$ cat config.mk
export PLATFORM = sky130hd
export DESIGN_NAME = xor_checked_frame_receiver
export DESIGN_NICKNAME = d
export VERILOG_FILES = /design/src/hdl/xcfr_pkg.sv /design/src/hdl/xor_checked_frame_receiver.sv
export SDC_FILE = /design/constraint.sdc
export NUM_CORES = 1
export LEC_CHECK = 0
export ABC_CLOCK_PERIOD_IN_PS = 5560
export BUFFER_PORTS_ARGS = -buffer_cell sky130_fd_sc_hd__buf_2
export CORE_ASPECT_RATIO = 1.25
export CORE_MARGIN = 1.5
export CORE_UTILIZATION = 59
export CTS_CLUSTER_DIAMETER = 50
export DETAILED_ROUTE_END_ITERATION = 8
export PLACE_DENSITY = 0.79
export SLEW_MARGIN = 20
export SYNTH_ARGS = -nofsm -noshare
export SYNTH_HDL_FRONTEND = slang
export SYNTH_SLANG_ARGS = --single-unit
$ cat constraint.sdc
create_clock -name i_clk -period 5.56 [get_ports i_clk]
set_input_delay 1.112 -clock i_clk [delete_from_list [all_inputs] [get_ports i_clk]]
set_output_delay 1.112 -clock i_clk [all_outputs]
set_load 0.01 [all_outputs]
$ cat src/hdl/xcfr_pkg.sv
// ----------------------------------------------------------------------------
// xcfr_pkg
// Types and constants of the XOR-checked frame receiver.
// ----------------------------------------------------------------------------
`default_nettype none

package xcfr_pkg;

    localparam int BYTE_W  = 8;
    localparam int LIMIT_W = 9;
    localparam int CFG_IDX_W = 3;
    localparam int CFG_DATA_W = LIMIT_W;
    localparam int FAULT_OUT_W = 32;

    typedef logic [BYTE_W-1:0]     t_byte;
    typedef logic [LIMIT_W-1:0]    t_limit;
    typedef logic [CFG_IDX_W-1:0]  t_cfg_idx;
    typedef logic [CFG_DATA_W-1:0] t_cfg_data;

    // Register indexes
    localparam t_cfg_idx REG_HEAD_FIRST     = 3'd0;
    localparam t_cfg_idx REG_HEAD_SECOND    = 3'd1;
    localparam t_cfg_idx REG_FUNCTION_LIMIT = 3'd2;
    localparam t_cfg_idx REG_LENGTH_LIMIT   = 3'd3;
    localparam t_cfg_idx REG_TAIL_FIRST     = 3'd4;
    localparam t_cfg_idx REG_TAIL_SECOND    = 3'd5;

    // Reset values of the registers
    localparam t_byte  RST_HEAD_FIRST     = 8'hFC;
    localparam t_byte  RST_HEAD_SECOND    = 8'hFF;
    localparam t_limit RST_FUNCTION_LIMIT = 9'h0F1;
    localparam t_limit RST_LENGTH_LIMIT   = 9'd100;
    localparam t_byte  RST_TAIL_FIRST     = 8'hA1;
    localparam t_byte  RST_TAIL_SECOND    = 8'hA2;

endpackage

`default_nettype wire

$ cat src/hdl/xor_checked_frame_receiver.sv
// ----------------------------------------------------------------------------
// xor_checked_frame_receiver
// Byte-serial frame deframer with header/tail match and XOR checksum.
// ----------------------------------------------------------------------------
// Every received byte yields exactly one result in the cycle after its transfer,
// and a new byte is taken every cycle: the parse step is one small state
// machine update between the byte at the input and the result register, and
// the result register decouples the two sides, so the next byte is taken while
// a result still waits (ready drops only when the result register is full and
// not being taken). Frames are header pair, function byte, length byte,
// payload, checksum byte, tail pair. Any byte that does not fit returns the
// parser to header hunting and bumps the fault counter; a checksum mismatch
// ends the frame with frame_done set and frame_good clear. Configuration
// writes take effect on the next byte and are meant for idle periods.
`default_nettype none

module xor_checked_frame_receiver
    import xcfr_pkg::*;
#(
    parameter int FAULT_COUNTER_BITS = 32
) (
    input  wire logic                   i_clk,
    input  wire logic                   i_rst_n,
    // configuration write port
    input  wire logic                   i_cfg_wr_en,
    input  wire logic [CFG_IDX_W-1:0]   i_cfg_index,
    input  wire logic [CFG_DATA_W-1:0]  i_cfg_data,
    // received bytes
    input  wire logic                   i_valid,
    output logic                        o_ready,
    input  wire logic [BYTE_W-1:0]      i_rx_byte,
    // results
    output logic                        o_valid,
    input  wire logic                   i_ready,
    output logic                        o_payload_valid,
    output logic [BYTE_W-1:0]           o_payload_byte,
    output logic [BYTE_W-1:0]           o_payload_index,
    output logic                        o_frame_done,
    output logic                        o_frame_good,
    output logic [BYTE_W-1:0]           o_function_code,
    output logic [BYTE_W-1:0]           o_payload_length,
    output logic [FAULT_OUT_W-1:0]      o_fault_count
);

    typedef enum logic [2:0] {
        HUNT_HEAD1 = 3'd0,
        HUNT_HEAD2 = 3'd1,
        GET_FUNC   = 3'd2,
        GET_LEN    = 3'd3,
        GET_DATA   = 3'd4,
        GET_CHECK  = 3'd5,
        GET_TAIL1  = 3'd6,
        GET_TAIL2  = 3'd7
    } t_phase;

    // configuration
    t_byte  r_head_first, r_head_second, r_tail_first, r_tail_second;
    t_limit r_function_limit, r_length_limit;

    // parser state
    t_phase r_phase, n_phase;
    t_byte  r_remaining, n_remaining;
    t_byte  r_position, n_position;
    t_byte  r_xor, n_xor;
    t_byte  r_check, n_check;
    t_byte  r_func, n_func;
    t_byte  r_len, n_len;
    logic [FAULT_COUNTER_BITS-1:0] r_fault, n_fault;

    // result register
    logic  r_out_valid;
    logic  r_pv, n_pv;
    t_byte r_pb, n_pb;
    t_byte r_pi, n_pi;
    logic  r_done, n_done;
    logic  r_good, n_good;
    logic [FAULT_OUT_W-1:0] r_fault_out;

    logic fault;
    logic in_xfer;
    logic [FAULT_COUNTER_BITS+FAULT_OUT_W-1:0] fault_ext;

    assign o_ready = !r_out_valid || i_ready;
    assign in_xfer = i_valid && o_ready;

    always_comb begin
        n_phase     = r_phase;
        n_remaining = r_remaining;
        n_position  = r_position;
        n_xor       = r_xor;
        n_check     = r_check;
        n_func      = r_func;
        n_len       = r_len;
        n_pv        = 1'b0;
        n_pb        = '0;
        n_pi        = '0;
        n_done      = 1'b0;
        n_good      = 1'b0;
        fault       = 1'b0;

        unique case (r_phase)
            HUNT_HEAD1: begin
                if (i_rx_byte == r_head_first) begin
                    n_phase = HUNT_HEAD2;
                    n_xor   = i_rx_byte;
                end else begin
                    fault = 1'b1;
                end
            end
            HUNT_HEAD2: begin
                if (i_rx_byte == r_head_second) begin
                    n_phase = GET_FUNC;
                    n_xor   = r_xor ^ i_rx_byte;
                end else begin
                    fault = 1'b1;
                end
            end
            GET_FUNC: begin
                if ({1'b0, i_rx_byte} < r_function_limit) begin
                    n_phase = GET_LEN;
                    n_func  = i_rx_byte;
                    n_xor   = r_xor ^ i_rx_byte;
                end else begin
                    fault = 1'b1;
                end
            end
            GET_LEN: begin
                if ({1'b0, i_rx_byte} < r_length_limit) begin
                    n_phase     = GET_DATA;
                    n_len       = i_rx_byte;
                    n_remaining = i_rx_byte;
                    n_position  = '0;
                    n_xor       = r_xor ^ i_rx_byte;
                end else begin
                    fault = 1'b1;
                end
            end
            GET_DATA: begin
                if (r_remaining != '0) begin
                    n_pv        = 1'b1;
                    n_pb        = i_rx_byte;
                    n_pi        = r_position;
                    n_position  = r_position + 8'd1;
                    n_xor       = r_xor ^ i_rx_byte;
                    n_remaining = r_remaining - 8'd1;
                    if (r_remaining == 8'd1) begin
                        n_phase = GET_CHECK;
                    end
                end else begin
                    // zero length: any byte that follows is a fault
                    fault = 1'b1;
                end
            end
            GET_CHECK: begin
                n_check = i_rx_byte;
                n_phase = GET_TAIL1;
            end
            GET_TAIL1: begin
                if (i_rx_byte == r_tail_first) begin
                    n_phase = GET_TAIL2;
                end else begin
                    fault = 1'b1;
                end
            end
            GET_TAIL2: begin
                if (i_rx_byte == r_tail_second) begin
                    n_phase = HUNT_HEAD1;
                    n_done  = 1'b1;
                    n_good  = (r_xor == r_check);
                end else begin
                    fault = 1'b1;
                end
            end
        endcase

        if (fault) begin
            n_phase = HUNT_HEAD1;
            n_fault = r_fault + {{(FAULT_COUNTER_BITS-1){1'b0}}, 1'b1};
        end else begin
            n_fault = r_fault;
        end
    end

    assign fault_ext = {{FAULT_OUT_W{1'b0}}, n_fault};

    always_ff @(posedge i_clk) begin
        if (!i_rst_n) begin
            r_head_first     <= RST_HEAD_FIRST;
            r_head_second    <= RST_HEAD_SECOND;
            r_function_limit <= RST_FUNCTION_LIMIT;
            r_length_limit   <= RST_LENGTH_LIMIT;
            r_tail_first     <= RST_TAIL_FIRST;
            r_tail_second    <= RST_TAIL_SECOND;
            r_phase          <= HUNT_HEAD1;
            r_remaining      <= '0;
            r_position       <= '0;
            r_xor            <= '0;
            r_check          <= '0;
            r_func           <= '0;
            r_len            <= '0;
            r_fault          <= '0;
            r_out_valid      <= 1'b0;
        end else begin
            if (i_cfg_wr_en) begin
                unique case (i_cfg_index)
                    REG_HEAD_FIRST:     r_head_first     <= i_cfg_data[BYTE_W-1:0];
                    REG_HEAD_SECOND:    r_head_second    <= i_cfg_data[BYTE_W-1:0];
                    REG_FUNCTION_LIMIT: r_function_limit <= i_cfg_data;
                    REG_LENGTH_LIMIT:   r_length_limit   <= i_cfg_data;
                    REG_TAIL_FIRST:     r_tail_first     <= i_cfg_data[BYTE_W-1:0];
                    REG_TAIL_SECOND:    r_tail_second    <= i_cfg_data[BYTE_W-1:0];
                    default: ;  // drop writes beyond the register list
                endcase
            end

            if (in_xfer) begin
                r_phase     <= n_phase;
                r_remaining <= n_remaining;
                r_position  <= n_position;
                r_xor       <= n_xor;
                r_check     <= n_check;
                r_func      <= n_func;
                r_len       <= n_len;
                r_fault     <= n_fault;
                r_out_valid <= 1'b1;
            end else if (i_ready) begin
                r_out_valid <= 1'b0;
            end
        end
    end

    // result payload, loaded on each input transfer
    always_ff @(posedge i_clk) begin
        if (in_xfer) begin
            r_pv        <= n_pv;
            r_pb        <= n_pb;
            r_pi        <= n_pi;
            r_done      <= n_done;
            r_good      <= n_good;
            r_fault_out <= fault_ext[FAULT_OUT_W-1:0];
        end
    end

    assign o_valid          = r_out_valid;
    assign o_payload_valid  = r_pv;
    assign o_payload_byte   = r_pb;
    assign o_payload_index  = r_pi;
    assign o_frame_done     = r_done;
    assign o_frame_good     = r_good;
    assign o_function_code  = r_func;
    assign o_payload_length = r_len;
    assign o_fault_count    = r_fault_out;

endmodule

`default_nettype wire

Word-level counts from Yosys, hierarchy flattened --
Index checks and enable logic that the tools add are counted.
Word-level totals: input bits 25, ROM bits 0, RAM bits 0, register bits after elaboration 185, bits in latches 0, memories 0
Cells by class: div/mod/pow operators 0, reductions and logical operators 23, equal/unequal tests 31, add/subtract/negate cells 3, magnitude comparators 2, multiply operators 0, bitwise logic cells 1, muxes and demuxes 35, shift operators 0
Operator list (count):
- $mux 8 | 9
- $eq 8x8->1 | 5
- $pmux 8 s5 | 1
- $add 32x1->32 const B | 1
- $mux 32 | 1
- $pmux 8 s2 | 2
- $mux 3 | 9
- $ne 3x3->1 const B | 8
- $pmux 3 s8 | 1
- $eq 3x3->1 const B | 6
- $lt 8x9->1 | 2
- $reduce_and 2->1 | 9
- $eq 3x2->1 const B | 4
- $mux 1 | 11
- $ne 2x2->1 const B | 5
- $reduce_and 9->1 | 1
- $add 8x1->8 const B | 1
- $eq 8x1->1 const B | 1
- $reduce_bool 8->1 | 1
- $sub 8x1->8 const B | 1
- $xor 8x8->8 | 1
- $pmux 1 s7 | 1
- $reduce_and 7->1 | 1
- $eq 3x1->1 const B | 2
- 8 further kinds | 11

Depth between registers and ports, before layout --
depth after elaboration 5, mapped depth 13, depth with buffers taken out 10

Least setup slack after synthesis --
Ideal clock, no wire load.
path type input-to-reg, start input port i_ready, end register r_fault[25], arrival 4314 ps, library setup time 70 ps, required time 5490 ps, path slack 1175 ps, cell stages on the path 7, path buffers 1, path through nand2b_1 and2_1 clkbuf_1 nand2_1 a21oi_2 or4b_1 a21oi_1
Between the ends: longest elaborated chain between the ends 2
Ends and longest elaborated chain:
- from (decl) | line xor_checked_frame_receiver.sv:34 | input wire logic i_ready,
- $logic_or 1x1->1 | line xor_checked_frame_receiver.sv:83 | assign o_ready = !r_out_valid || i_ready;
- $logic_and 1x1->1 | line xor_checked_frame_receiver.sv:84 | assign in_xfer = i_valid && o_ready;
- named net in_xfer | line xor_checked_frame_receiver.sv:80 | logic in_xfer;
- to (signal assigned) | line xor_checked_frame_receiver.sv:224 | r_fault <= n_fault;
- to (decl) | line xor_checked_frame_receiver.sv:68 | logic [FAULT_COUNTER_BITS-1:0] r_fault, n_fault;
The timed path passes the listed nets, and every way through them passes these cells. A chain may end at the register's enable or synchronous reset.

Worst setup path after layout --
start input port i_rx_byte[6], end register r_fault[30]
Between the ends: longest elaborated chain between the ends 4
Ends and longest elaborated chain:
- from (decl) | line xor_checked_frame_receiver.sv:31 | input wire logic [BYTE_W-1:0] i_rx_byte,
- $lt 8x9->1 (tied with other cells) | line xor_checked_frame_receiver.sv:128 | if ({1'b0, i_rx_byte} < r_length_limit) begin
- $mux 1 (tied with other cells) | line xor_checked_frame_receiver.sv:128
- $pmux 1 s7 * | line xor_checked_frame_receiver.sv:101 | unique case (r_phase)
- $mux 32 * | line xor_checked_frame_receiver.sv:176 | if (fault) begin
Mark *: on every way between the ends. The rest lies on a longest branch, timed or not.

==> metrics <==
worst-path maximum fanout 18; slowest stage delay, CP 0.64 ns; routed length per instance ~17 um; ANT cells 0; power per cell area ~280 nW/um2; number of synthesized flops with an enable pin 51; core area 15000 um2; Leak Pwr 0.00410 uW; synth warn 0; total number of H-tree levels 4; commonest non-fill, non-tap cell in the layout nand2_1; Design Area, Final 10000 um2; share of the yosys chip area belonging to registers approximately 47%; final wirelength 20.5 mm; Gates resized, CTS repair 0; Hold Buf Count CTS 0; dpl cell area 9450 um2; CP Cell Sequence buf_2, ha_1, a211oi_1, o32ai_1, a21oi_1, or3b_1, o2111a_1, a21oi_2, or4b_1, a21oi_1; largest net degree at the start of global routing between 80 and 90; Worst Setup End Kind flop; clk sink count 185; total CTS buffers 17; dominant register cell in the synthesized netlist dfxtp_1; Tmin final 3.79 ns; GPL Wtd Cong 0.830; Die Ht 141 um; total track usage 26.7%; synthesized cell area 8970 um2; Post-Place Cells 1200; maximum vdd drop 0.153 mV; Vias per Instance 5.86; Synth cell types 63; fin worst setup slack 1.77 ns; Hold Crit Class flop to flop; Max Freq about 260 MHz; Starting DRT DRC Count between 500 and 600; layout cells sized above 1 14.8%; Post-Syn Nets 1025; drt first pass iters 5; RSZ-0062 raised after global routing no; average size of a mapped cell around 9.2 um2; vias in the first global route 6693; asr flop ratio synth 0%; met3 GRT Util 5.20%; Critical Path RT slightly below 6 ns; slowest CP cell a21oi_2; met1 usage 32.0%; clk_lat worst skew 0.44 ns; cell mode on critical path a21oi_1; Die W 113 um; Tcrit/Tclk final between 60% and 70%; status finished, final reports clean; post-CTS setup repair buffer count 0; Post-DP HPWL approximately 14 mm; worst-margin pin slew 1.10 ns; CTS Root Cell clkbuf_16; post-synthesis register bit count 185; non-filler cells, final 1232; row count 50; Clk pin slew, worst setup/hold paths around 0.060 ns; final slew viol count 0; first-pass GRT wire length 33.6 mm; critical path type primary input to flop; TritonCTS clock tree done; cell count after synthesis roughly 1000; Most Used Layer, Global Route met2; Core Util, Final about two thirds; Residual DRC 0; Net count, final 1085; DP Worst Slack 1.35 ns; Hold Vio Cnt, Final 0; CP arrival 4.17 ns; Initial Utilization around 60%; delay-heaviest family, CP compound AO/OA/AOI/OAI gates; Port Buf Inserts between 90 and 100; gr ovfl total 0; setup_tns 0 ns; max-cap violations 0; Max clock buf depth 2; met2 GRT Util between 40% and 50%; Worst Path Buf+Inv 1; area grow syn2layout 11.7%; initial antenna violation count 0; CP Launch Type primary input; Final ANT Viol Nets 0; number of I/O pins 94; final setup vio count 0; commonest cells after routing, fill and taps aside nand2_1, dfxtp_1, buf_2; die area about 16000 um2; max_slew headroom 26.0%; Vias approximately 7200; clk_skew between 0.008 and 0.009 ns
## cell usage after synthesis, drive strengths merged, types with 5 or more instances
| library cell | n | share of area, % |
|---|---|---|
| nand2 | 153 | 6.4 |
| dfxtp | 134 | 30 |
| nor2 | 88 | 3.7 |
| xnor2 | 66 | 6.5 |
| nand3 | 61 | 3.5 |
| edfxtp | 51 | 17 |
| a21oi | 50 | 2.8 |
| clkbuf | 35 | 1.5 |
| mux2i | 31 | 3.5 |
| inv | 26 | 1.1 |
| xor2 | 26 | 2.5 |
| and2 | 24 | 1.7 |
| nand4 | 24 | 1.7 |
| nor3 | 24 | 1.7 |
| buf | 23 | 1.5 |
| ha | 23 | 3.2 |
| o211ai | 18 | 1.5 |
| o21ai | 14 | 0.78 |
| a211oi | 13 | 1.1 |
| nor4 | 11 | 1.0 |
| nand2b | 9 | 0.63 |
| nand4b | 9 | 0.88 |
| and3 | 7 | 0.49 |
| o41ai | 7 | 0.77 |
| or3 | 6 | 0.47 |
| nor2b | 5 | 0.35 |
## final timing paths
path / end / cells past startpoint / startpoint / slack (ns)
worst min-delay path: r_length_limit[0] / 2 / r_length_limit[0] / 0.46
worst min register to register: r_length_limit[0] / 2 / r_length_limit[0] / 0.46
worst max register to register: r_fault[30] / 8 / r_phase[0] / 1.80
worst max-delay path: r_fault[30] / 10 / i_rx_byte[6] / 1.77
## logic make-up after synthesis
| logic type | Yosys count | share of synthesized area, % |
|---|---|---|
| AND/OR/NAND/NOR | 433 | 23.5 |
| flip-flops | 185 | 47.0 |
| AO/OA/AOI/OAI | 128 | 9.64 |
| XOR/XNOR | 92 | 9.06 |
| buffers and inverters | 84 | 4.00 |
| multiplexers | 32 | 3.58 |
| adder cells (fa/ha/maj) | 23 | 3.21 |
## power by group
| part | internal [uW] | leakage, uW | switching, uW |
|---|---|---|---|
| clock | 656 | 0.000277 | 497 |
| combinational | 59.3 | 0.00223 | 122 |
| sequential | 1420 | 0.00159 | 13.2 |
## metrics by stage
stage          total power [uW]  hold slack [ns]
3_3_place_gp               1630            0.440
2_1_floorplan              1570            0.432
6_report                   2760            0.456
4_1_cts                    2770            0.456
5_1_grt                    2850            0.475
3_5_place_dp               1640            0.447
## area by class of cell
type | instances | area [um2]
clock buffers | 26 | 531
well taps | 182 | 228
clock inverters | 6 | 38.8
multi-input cells | 708 | 4400
repair buffers | 99 | 510
inverters | 26 | 97.6
fillers | 1211 | 4930
flip-flops and latches | 185 | 4210
## worst min-delay path, stage by stage (launching register included)
cell and delay, ns:
dfxtp_1 0.31, nand2_1 0.05, a21oi_1 0.05
## per-layer routing
metal	up-vias	part of all wire, %
met4	0	2.9
met5	-	0
li1	3518	-
met3	57	5.2
met1	3427	41
met2	216	51
## flip-flops by register name, indices dropped and copies added, names as in the netlist, 3 cells and up
name / cells
o_fault_count: 32
o_function_code: 8
o_payload_byte: 8
o_payload_index: 8
o_payload_length: 8
r_check: 8
r_fault: 32
r_function_limit: 9
r_head_first: 8
r_head_second: 8
r_length_limit: 9
r_phase: 3
r_position: 8
r_remaining: 8
r_tail_first: 8
r_tail_second: 8
r_xor: 8
No activity file was read; power rests on OpenSTA's default activity.
